--- config.mk ---
export PLATFORM = sky130hd
export DESIGN_NAME = spu_final
export DESIGN_NICKNAME = d
export VERILOG_FILES = /design/src/hdl/spu_pkg.sv /design/src/hdl/spu_final.sv
export SDC_FILE = /design/constraint.sdc
export NUM_CORES = 2
export LEC_CHECK = 0
export BUFFER_PORTS_ARGS = -buffer_cell sky130_fd_sc_hd__buf_2
export CELL_PAD_IN_SITES_DETAIL_PLACEMENT = 1
export CELL_PAD_IN_SITES_GLOBAL_PLACEMENT = 2
export CORE_MARGIN = 4
export CORE_UTILIZATION = 39
export DETAILED_ROUTE_END_ITERATION = 12
export MAX_ROUTING_LAYER = met4
export PLACE_DENSITY = 0.8
export SLEW_MARGIN = 40
export SYNTH_ARGS = -nofsm -noshare
export SYNTH_HDL_FRONTEND = slang
export SYNTH_SLANG_ARGS = --single-unit
--- constraint.sdc ---
create_clock -name clk -period 7.55 [get_ports clk]
set_input_delay 0.3775 -clock clk [delete_from_list [all_inputs] [get_ports clk]]
set_output_delay 0.3775 -clock clk [all_outputs]
set_load 0.05 [all_outputs]
--- src/hdl/spu_pkg.sv ---
// shared types, constants and coefficient table of the sine polynomial unit
package spu_pkg;

  localparam logic [26:0] TAU = 27'd105414357;

  typedef struct packed {
    logic [63:0]        p;
    logic [61:0]        th2;
    logic signed [27:0] th;
  } horner_t;

  function automatic logic [63:0] coef(input int k);
    logic [63:0] c;
    case (k)
      0:       c = 64'sd72057594037927936;
      1:       c = -64'sd12009599006321322;
      2:       c = 64'sd600479950316066;
      3:       c = -64'sd14297141674192;
      4:       c = 64'sd198571412142;
      5:       c = -64'sd1805194656;
      6:       c = 64'sd11571761;
      7:       c = -64'sd55104;
      8:       c = 64'sd203;
      9:       c = -64'sd1;
      default: c = 64'd0;
    endcase
    return c;
  endfunction

endpackage

--- src/hdl/spu_final.sv ---
// final multiply by the angle, scaling to q2.30 and saturation
module spu_final (
  input  logic               clk,
  input  logic               rst_n,
  input  logic               en,
  input  logic               in_vld,
  input  spu_pkg::horner_t   in_d,
  output logic               out_vld,
  output logic signed [31:0] sine
);

  localparam logic signed [45:0] ONE = 46'sd1073741824;

  logic [2:0]         vld_r;
  logic signed [60:0] mlo_r;
  logic signed [59:0] mhi_r;
  logic signed [45:0] r_r;
  logic signed [31:0] sine_r;

  logic [95:0]        sum;

  always_comb begin
    sum = {{4{mhi_r[59]}}, mhi_r, 32'b0} + {{35{mlo_r[60]}}, mlo_r};
  end

  always_ff @(posedge clk) begin
    if (!rst_n) begin
      vld_r <= '0;
    end else if (en) begin
      vld_r <= {vld_r[1:0], in_vld};
    end
  end

  always_ff @(posedge clk) begin
    if (en) begin
      mlo_r <= $signed({1'b0, in_d.p[31:0]}) * in_d.th;
      mhi_r <= $signed(in_d.p[63:32]) * in_d.th;
      r_r   <= $signed(sum[95:50]);
      if (r_r > ONE) begin
        sine_r <= 32'(ONE);
      end else if (r_r < -ONE) begin
        sine_r <= 32'(-ONE);
      end else begin
        sine_r <= r_r[31:0];
      end
    end
  end

  assign out_vld = vld_r[2];
  assign sine    = sine_r;

endmodule

==> results.toml <==
[status]
status = "completed"

[final_layout]
final_core_util_pct = 44.9
drive_above_1_share_pct = 12.6
finalNetCount = 10000
area_growth_pct = 14.3
final_area_sq_um = 78100

[synthesis]
synth_ff_type = "edfxtp_1"
synthDistinctLibCells = 73
synth_top_area_share_pct = 49.9
ys_async_sr_fraction_pct = 0
yosysTopAreaCell = "fa_1"
synth_area_sq_um = 68400
synth_area_per_cell_sq_um = 9.55
syn-num-nets = 9547
ys_ff_latch = 167
synthCells = 7162
yosysWarningCount = 0
synth-edff-count = 164
synth.top_cells.by_area = "fa_1 (50%), ha_1 (9.6%), inv_1 (9.0%)"
yosysSeqAreaShare_pct = 7.29

[grt]
grt_pass1_vias = 59200
grt_first_pass_wirelength_um = 343000
grt.overflow.total = 0
antenna_found_initial = 17
grt_max_degree = 104
track_usage_pct = 25.2

[worst_hold_path]
holdCritPathClass = "input pin to flop"
min_from = "rst_n"
worstHoldEndpoint = "vld_r[1]"
hold_depth = 2

[sta]
slew_headroom_pct = 48.1
hold_violations = 0
maxSlewViolCount = 0
skew_ns = 0.0125
fmax_ghz = 0.135
holdWs_ns = 0.138
final-setup-viol-count = 0
period_needed_ns = 7.41
worstMarginPinSlew_ns = 0.759
fin_setup_tns_ns = 0
finalCritPeriodShare_pct = 98.2

[critical_path]
path_class = "input pin to flop"
r2r_setup_slack_ns = 3.30
ff2ff_path_depth = 12
crit_path_max_fanout = 18
worstPathArrival_ns = 7.64
r2r-start = "mlo_r[60]"
setup.worst_path.end_class = "flop"
regToRegEndpoint = "r_r[28]"
startpoint_type = "input pin"
cp.required_ns = 7.78

[detailed_routing]
drt_iter0_drc = 2305
wl_per_cell_um = 22.0
vias_per_cell = 5.03
wirelength_um = 219000
ant_nets = 0
drc = 0
drtPass1Iterations = 6
num_vias = 50200

[clock_network]
cts.sinks = 167
h-tree-depth = 4
cts_tree = "built"
clk_pin_slew_ns = 0.07
ctsHoldBuffers = 0
cts_made_buffers = 17
clock-root-buffer = "clkbuf_16"
clock_latency_ns = 0.48
clock_tree.buffer_depth = 2

[die]
rows = 153
start_util_pct = 39.3
die_w_um = 427
ios = 191
coreArea_sq_um = 174000
fp.dieArea_sq_um = 182000
die_h_um = 427

[placed_design]
postPlaceCellArea_sq_um = 76700
dp_hpwl_um = 189000
gp_congestion = 0.951
port_buffers = 128

[job]
drv_cap = 0
## how the worst max path moves through the flow
stage,to,cells after the start,start
final,mhi_r[56],24,in_d[16]
after global routing,mhi_r[56],28,in_d[5]
after CTS,mhi_r[42],27,in_d[13]
after detailed placement,mhi_r[42],27,in_d[8]
after global placement,mhi_r[42],26,in_d[13]
after floorplan,mhi_r[58],30,in_d[153]
## registers in the layout (all words and copies together) (netlist names)
register	cells
mhi_r	60
mlo_r	29
r_r	43
sine	32
vld_r	3
## critical path, cell delays in order
cell       delay (ns)
buf_8            0.14
buf_12           0.16
and2_1           0.16
fa_1             0.55
inv_1            0.06
fa_1             0.55
inv_2            0.04
fa_1             0.57
fa_1             0.46
fa_1             0.51
fa_1             0.51
fa_1             0.58
fa_2             0.49
ha_4             0.30
buf_6            0.11
nand4_1          0.11
nor2_1           0.14
nand2_1          0.12
a311o_1          0.43
nor3b_4          0.20
a2111oi_4        0.37
o2111ai_2        0.20
and2_4           0.21
o221a_1          0.25
## per-stage QoR
stage | std cells | setup WS [ns]
5_1_grt | 9970 | -0.0410
4_1_cts | 9938 | -0.0265
3_3_place_gp | 9906 | -0.711
3_5_place_dp | 9906 | -0.920
2_1_floorplan | 7162 | 0.00555
6_report | 9971 | 0.136
## cell usage after synthesis, types with 3 or more instances
master	instances
o211ai_1	16
nor4_1	19
a311o_1	7
a21boi_0	9
a31oi_1	14
a211o_1	6
o2111ai_1	5
o21bai_1	12
nor2b_1	90
a311oi_1	3
dfxtp_1	3
mux2i_1	3
a221o_1	3
xor2_1	44
nor2_1	59
and2_1	910
a21oi_1	143
o21ai_0	65
inv_1	1641
o221ai_1	3
or3_1	3
nand3_1	36
a21o_1	79
nand3b_1	3
and3_1	19
o31a_1	3
xnor2_1	88
clkbuf_1	408
a31o_2	3
nand2b_1	31
ha_1	523
o21a_1	19
nand4_1	28
fa_1	1704
nor3_1	24
and4_1	3
a211oi_1	13
a2111oi_0	4
nand2_1	906
edfxtp_1	164
## layout make-up
type / count / area [sq um]
diodes: 7 / 17.5
clock buffers: 17 / 425
clock inverters: 15 / 179
fillers: 19700 / 95900
inverters: 1641 / 6170
multi-input cells: 4943 / 56000
flip-flops and latches: 167 / 4980
well taps: 2325 / 2910
repair buffers: 856 / 7490
## cells by family (layout without fill, tap and decap cells)
| group | after synthesis | after routing | synth area share [%] |
|---|---|---|---|
| simple gates | 2148 | 2148 | 16.1 |
| buf+inv | 2052 | 2529 | 11.3 |
| flops | 167 | 167 | 7.29 |
| mux | 4 | 4 | 0.0604 |
| fa+ha+maj | 2227 | 2227 | 59.5 |
| compound gates | 432 | 432 | 4.11 |
| other cells | 0 | 7 | 0 |
| xor+xnor | 132 | 132 | 1.69 |
## routing by layer
| metal | global-route usage, % | vias up | part of all wire, % |
|---|---|---|---|
| met5 | - | - | 0 |
| met4 | 7.64 | 0 | 3.6 |
| met3 | 2.40 | 326 | 4.1 |
| met2 | 44.4 | 1074 | 52 |
| met1 | 30.6 | 26900 | 40 |
| li1 | - | 21900 | - |
## repair_timing
action | CTS | global route
cloned | 1 | 5
pin swaps | 3 | 32
resized for setup | 22 | 104
endpoints found under the hold margin | 0 | 0
buffers inserted | 0 | 22
setup endpoints to repair | 29 | 38
## layout by cell type (no fill, tap or decap), drive strengths merged, types with 9 or more instances in the layout
master     n
o21ai     69
nor2      59
xnor2     88
o21bai    12
a211oi    13
nand3     36
o21a      19
buf      840
nor4      19
ha       523
inv     1647
a31oi     14
fa      1704
nand2    906
clkbuf    32
xor2      44
nand2b    31
nand4     28
a21oi    144
and3      20
edfxtp   164
nor3      25
and2     911
a21boi     9
a21o      79
o211ai    16
nor2b     90
Power is not shown: default switching activity piles up to over one toggle a cycle in this logic, so the estimate is an artifact.
