[config.mk]
export PLATFORM = sky130hd
export DESIGN_NAME = spu_reduce
export DESIGN_NICKNAME = d
export VERILOG_FILES = /design/src/hdl/spu_pkg.sv /design/src/hdl/spu_reduce.sv
export SDC_FILE = /design/constraint.sdc
export NUM_CORES = 2
export LEC_CHECK = 0
export ABC_AREA = 1
export BUFFER_PORTS_ARGS = -buffer_cell sky130_fd_sc_hd__buf_2
export CORE_AREA = 2 2 244 306
export CTS_CLUSTER_DIAMETER = 120
export DETAILED_ROUTE_END_ITERATION = 7
export DIE_AREA = 0 0 246 308
export PLACE_DENSITY = 0.82
export SLEW_MARGIN = 20
export SYNTH_ARGS = -nofsm -noshare
export SYNTH_HDL_FRONTEND = slang
export SYNTH_SLANG_ARGS = --single-unit
[constraint.sdc]
create_clock -name clk -period 10.7 [get_ports clk]
set_input_delay 1.07 -clock clk [delete_from_list [all_inputs] [get_ports clk]]
set_output_delay 1.07 -clock clk [all_outputs]
set_load 0.01 [all_outputs]
[src/hdl/spu_pkg.sv]
// shared types, constants and coefficient table of the sine polynomial unit
package spu_pkg;

  localparam logic [26:0] TAU = 27'd105414357;

  typedef struct packed {
    logic [63:0]        p;
    logic [61:0]        th2;
    logic signed [27:0] th;
  } horner_t;

  function automatic logic [63:0] coef(input int k);
    logic [63:0] c;
    case (k)
      0:       c = 64'sd72057594037927936;
      1:       c = -64'sd12009599006321322;
      2:       c = 64'sd600479950316066;
      3:       c = -64'sd14297141674192;
      4:       c = 64'sd198571412142;
      5:       c = -64'sd1805194656;
      6:       c = 64'sd11571761;
      7:       c = -64'sd55104;
      8:       c = 64'sd203;
      9:       c = -64'sd1;
      default: c = 64'd0;
    endcase
    return c;
  endfunction

endpackage

[src/hdl/spu_reduce.sv]
// range reduction by two pi and squaring of the reduced angle
module spu_reduce (
  input  logic               clk,
  input  logic               rst_n,
  input  logic               en,
  input  logic               in_vld,
  input  logic signed [31:0] ang,
  output logic               out_vld,
  output logic signed [27:0] th,
  output logic [61:0]        th2
);

  localparam logic [21:0] RECIP = 22'((64'd1 << 48) / spu_pkg::TAU);

  logic [4:0]         vld_r;
  logic               sgn1_r, sgn2_r, sgn3_r;
  logic [31:0]        mag1_r, mag2_r;
  logic [4:0]         q_r;
  logic [27:0]        rem_r;
  logic signed [27:0] th4_r, th5_r;
  logic [61:0]        th2_r;

  logic [53:0]        prod;
  logic [31:0]        qtau;
  logic [31:0]        rem_nxt;
  logic [27:0]        rem_c;
  logic signed [27:0] th_nxt;
  logic signed [55:0] sq;

  always_comb begin
    prod    = mag1_r * RECIP;
    qtau    = {27'b0, q_r} * {5'b0, spu_pkg::TAU};
    rem_nxt = mag2_r - qtau;
    rem_c   = (rem_r >= 28'(spu_pkg::TAU)) ? rem_r - 28'(spu_pkg::TAU) : rem_r;
    th_nxt  = sgn3_r ? -$signed({1'b0, rem_c[26:0]}) : $signed({1'b0, rem_c[26:0]});
    sq      = th4_r * th4_r;
  end

  always_ff @(posedge clk) begin
    if (!rst_n) begin
      vld_r <= '0;
    end else if (en) begin
      vld_r <= {vld_r[3:0], in_vld};
    end
  end

  always_ff @(posedge clk) begin
    if (en) begin
      sgn1_r <= ang[31];
      mag1_r <= ang[31] ? 32'(-ang) : 32'(ang);
      sgn2_r <= sgn1_r;
      mag2_r <= mag1_r;
      q_r    <= prod[52:48];
      sgn3_r <= sgn2_r;
      rem_r  <= rem_nxt[27:0];
      th4_r  <= th_nxt;
      th5_r  <= th4_r;
      th2_r  <= {sq[53:0], 8'b0};
    end
  end

  assign out_vld = vld_r[4];
  assign th      = th5_r;
  assign th2     = th2_r;

endmodule

==> results.txt <==
failing checks = DRC
Fillers = 5632
Clock Skew = 38.09 ps
dominant synthesized flop cell = edfxtp_1
number of synthesized flops with an enable pin = 204
detailed router's first-iteration violation count = 2298
buffer depth of the longest clock path = 3
die span in y = 308 um
postcts setup bufs = 0
Post-Route WL = 119300 um
detailed placement HPWL = 98760 um
Clock Sinks = 209
f_max = 0.1203 GHz
Critical Path RT = 11010 ps
final setup fails = 0
setup tns final = 0 ps
setup slack, reg-to-reg = 2390 ps
remaining antenna violation count after routing = 0
CTS tree = built
num rows = 111
cts bufs inserted = 27
crit share post-route = 77.66%
first-pass GRT wire length = 194300 um
Gate Count Post-Synth = 5071
Ys Warns = 0
CTS root buffer = clkbuf_16
antenna violations before repair = 4
DRC Markers = 1
worst hold slack = 429.0 ps
area of the core = 72910 um2
number of global-route vias before repair = 37.61k
number of top-level pins = 127
Slew HR = 28.29%
Hold Fails Final Rpt = 0
global route overflow = 0
area of the multi-input gates = 34620 um2
Sequential Area = 6226 um2
initial core utilization = 64.34%
Crit. End Element = flop
CTS H-tree lvls = 1
routed len/inst = 19.45 um
DR vias = 33.77k
post-CTS resize count = 0
sequential fraction of the synthesis area = 13.27%
Synth Cell Area = 46910 um2
syn avg cell area = 9.251 um2
Synth Register Bits = 209
Synth-to-Final Area Change = 5.299%
GRT Total Usage = 33.49%
Synth async-reset ratio = 0%
largest net degree at the start of global routing = 82
clock slew at reported path FFs = 60 ps
share of cells above drive strength 1 = 5.259%
max cap viols = 0
RSZ-0062 raised after global routing = no
Worst Tran Pin Value = 1076 ps
First-pass DRT Iterations = 8
Nets = 6652
post-layout min period = 8310 ps
CP Max Fanout = 15
area of the die = 75770 um2
arrival time worst endpoint = 8620 ps
Hold Path Class = flop to flop
startpoint types = flop
status = complete, but fails checks
post-layout util = 67.75%
IO Port Bufs = 117
vias per cell = 5.506
Die X-Extent = 246 um
hold_buf cts = 0
worst skew pair latency = 590 ps
Max Slew Vio Count = 0
crit path kind = flop to flop
post-synth cell types = 55
Placer Congestion = 1.064
## registers in the layout (all words and copies together) (netlist names)
| signal | flops |
|---|---|
| th2 | 52 |
| sgn1_r | 1 |
| th4_r | 28 |
| sgn3_r | 1 |
| q_r | 5 |
| vld_r | 5 |
| mag1_r | 32 |
| sgn2_r | 1 |
| mag2_r | 28 |
| rem_r | 28 |
| th | 28 |
## worst paths after layout
kind / from / to / cells after the start
max: th4_r[7]$_DFFE_PP_ / th2[61]$_DFFE_PP_ / 25
min: sgn1_r$_DFFE_PP_ / sgn2_r$_DFFE_PP_ / 0
max reg2reg: th4_r[7]$_DFFE_PP_ / th2[61]$_DFFE_PP_ / 25
min reg2reg: sgn1_r$_DFFE_PP_ / sgn2_r$_DFFE_PP_ / 0
## worst max-delay path, cell delays in order (launching register included)
cell and delay, ps:
edfxtp_1 860, buf_4 320, nand2_1 120, fa_1 560, fa_1 850, inv_1 180, fa_1 810, inv_1 220
fa_1 460, fa_1 540, inv_1 50, fa_1 470, inv_1 50, fa_1 530, inv_1 40, ha_1 280
ha_1 410, nand2_1 140, nor2_1 220, nand2_1 120, nor3_1 280, inv_1 70, nor4_1 190, nand2_1 80
nand3_1 90, xor2_1 80
## layout make-up
cell class | instances | area share (%)
multi-input cells | 3264 | 70.08
flip-flops and latches | 209 | 12.60
inverters | 1495 | 11.36
well taps | 960 | 2.431
repair buffers | 155 | 1.781
clock buffers | 28 | 1.375
clock inverters | 21 | 0.3647
diodes | 1 | 0.005066
## through the flow
stage	instances	cell area, um2	setup slack [ps]
after floorplan	5079	46940	3326
after global placement	6083	48540	2526
after detailed placement	6083	48540	2409
after CTS	6132	49400	2374
after global routing	6132	49400	1992
final	6133	49400	2390
## cells in the final DEF, fill, tap and decap left out, types with 9 or more instances in the layout
cell type / synthesis / final
inv_1: 1483 / 1483
fa_1: 1003 / 1003
nand2_1: 845 / 845
ha_1: 461 / 461
nor2_1: 212 / 212
edfxtp_1: 204 / 204
a21oi_1: 152 / 152
buf_2: 5 / 116
xor2_1: 94 / 94
o21ai_0: 89 / 89
nand3_1: 83 / 83
xnor2_1: 73 / 73
nand4_1: 47 / 47
buf_4: 12 / 38
clkbuf_16: 0 / 27
nor3_1: 26 / 26
nand2_2: 21 / 21
a21o_1: 16 / 16
nor4_1: 15 / 15
nor2_2: 15 / 15
o21bai_1: 13 / 13
inv_2: 12 / 12
o31ai_1: 10 / 10
conb_1: 1 / 9
## metal layers
| metal | vias up | track usage (%) | routed length [um] |
|---|---|---|---|
| li1 | 15168 | - | - |
| met1 | 16663 | 39.29 | 41550 |
| met2 | 1473 | 60.05 | 61460 |
| met3 | 465 | 4.864 | 9023 |
| met4 | 2 | 16.17 | 7226 |
| met5 | - | 0 | 11 |
## logic make-up (layout without fill, tap and decap cells)
group | count (synthesis) | count (layout) | synth area share [%]
buffers and inverters | 1606 | 1699 | 13.00
adders and majority gates | 1464 | 1464 | 55.10
and+or+nand+nor | 1290 | 1290 | 11.40
AOI/OAI and AO/OA | 333 | 333 | 4.075
DFF | 209 | 209 | 13.27
xor gates and xnor gates | 168 | 168 | 3.152
other | 1 | 10 | 0.007993
## cells in the mapped netlist (4+ instances only)
cell type,number,area [um2]
nand4_1,47,294.0
nand3b_1,6,45.04
o21ai_0,89,445.4
buf_2,5,25.02
nand3_1,83,415.4
xnor2_1,73,639.4
xor2_1,94,823.3
a21o_1,16,120.1
fa_1,1003,20080
clkbuf_1,60,225.2
a211oi_1,6,45.04
edfxtp_1,204,6126
o21a_1,5,37.54
dfxtp_1,5,100.1
o21bai_1,13,97.59
a31oi_1,8,50.05
or2_2,8,50.05
a21boi_0,5,37.54
inv_2,12,45.04
nand2_2,21,131.4
buf_4,12,90.09
inv_1,1483,5567
o211ai_1,8,60.06
nor2_2,15,93.84
a221oi_1,4,35.03
nand2_1,845,3172
ha_1,461,5768
nor3_1,26,130.1
a21oi_1,152,760.7
nor2_1,212,795.8
o31ai_1,10,75.07
buf_1,32,120.1
o21ai_1,5,25.02
nor4_1,15,93.84
Power is not shown: default switching activity piles up to over one toggle a cycle in this logic, so the estimate is an artifact.
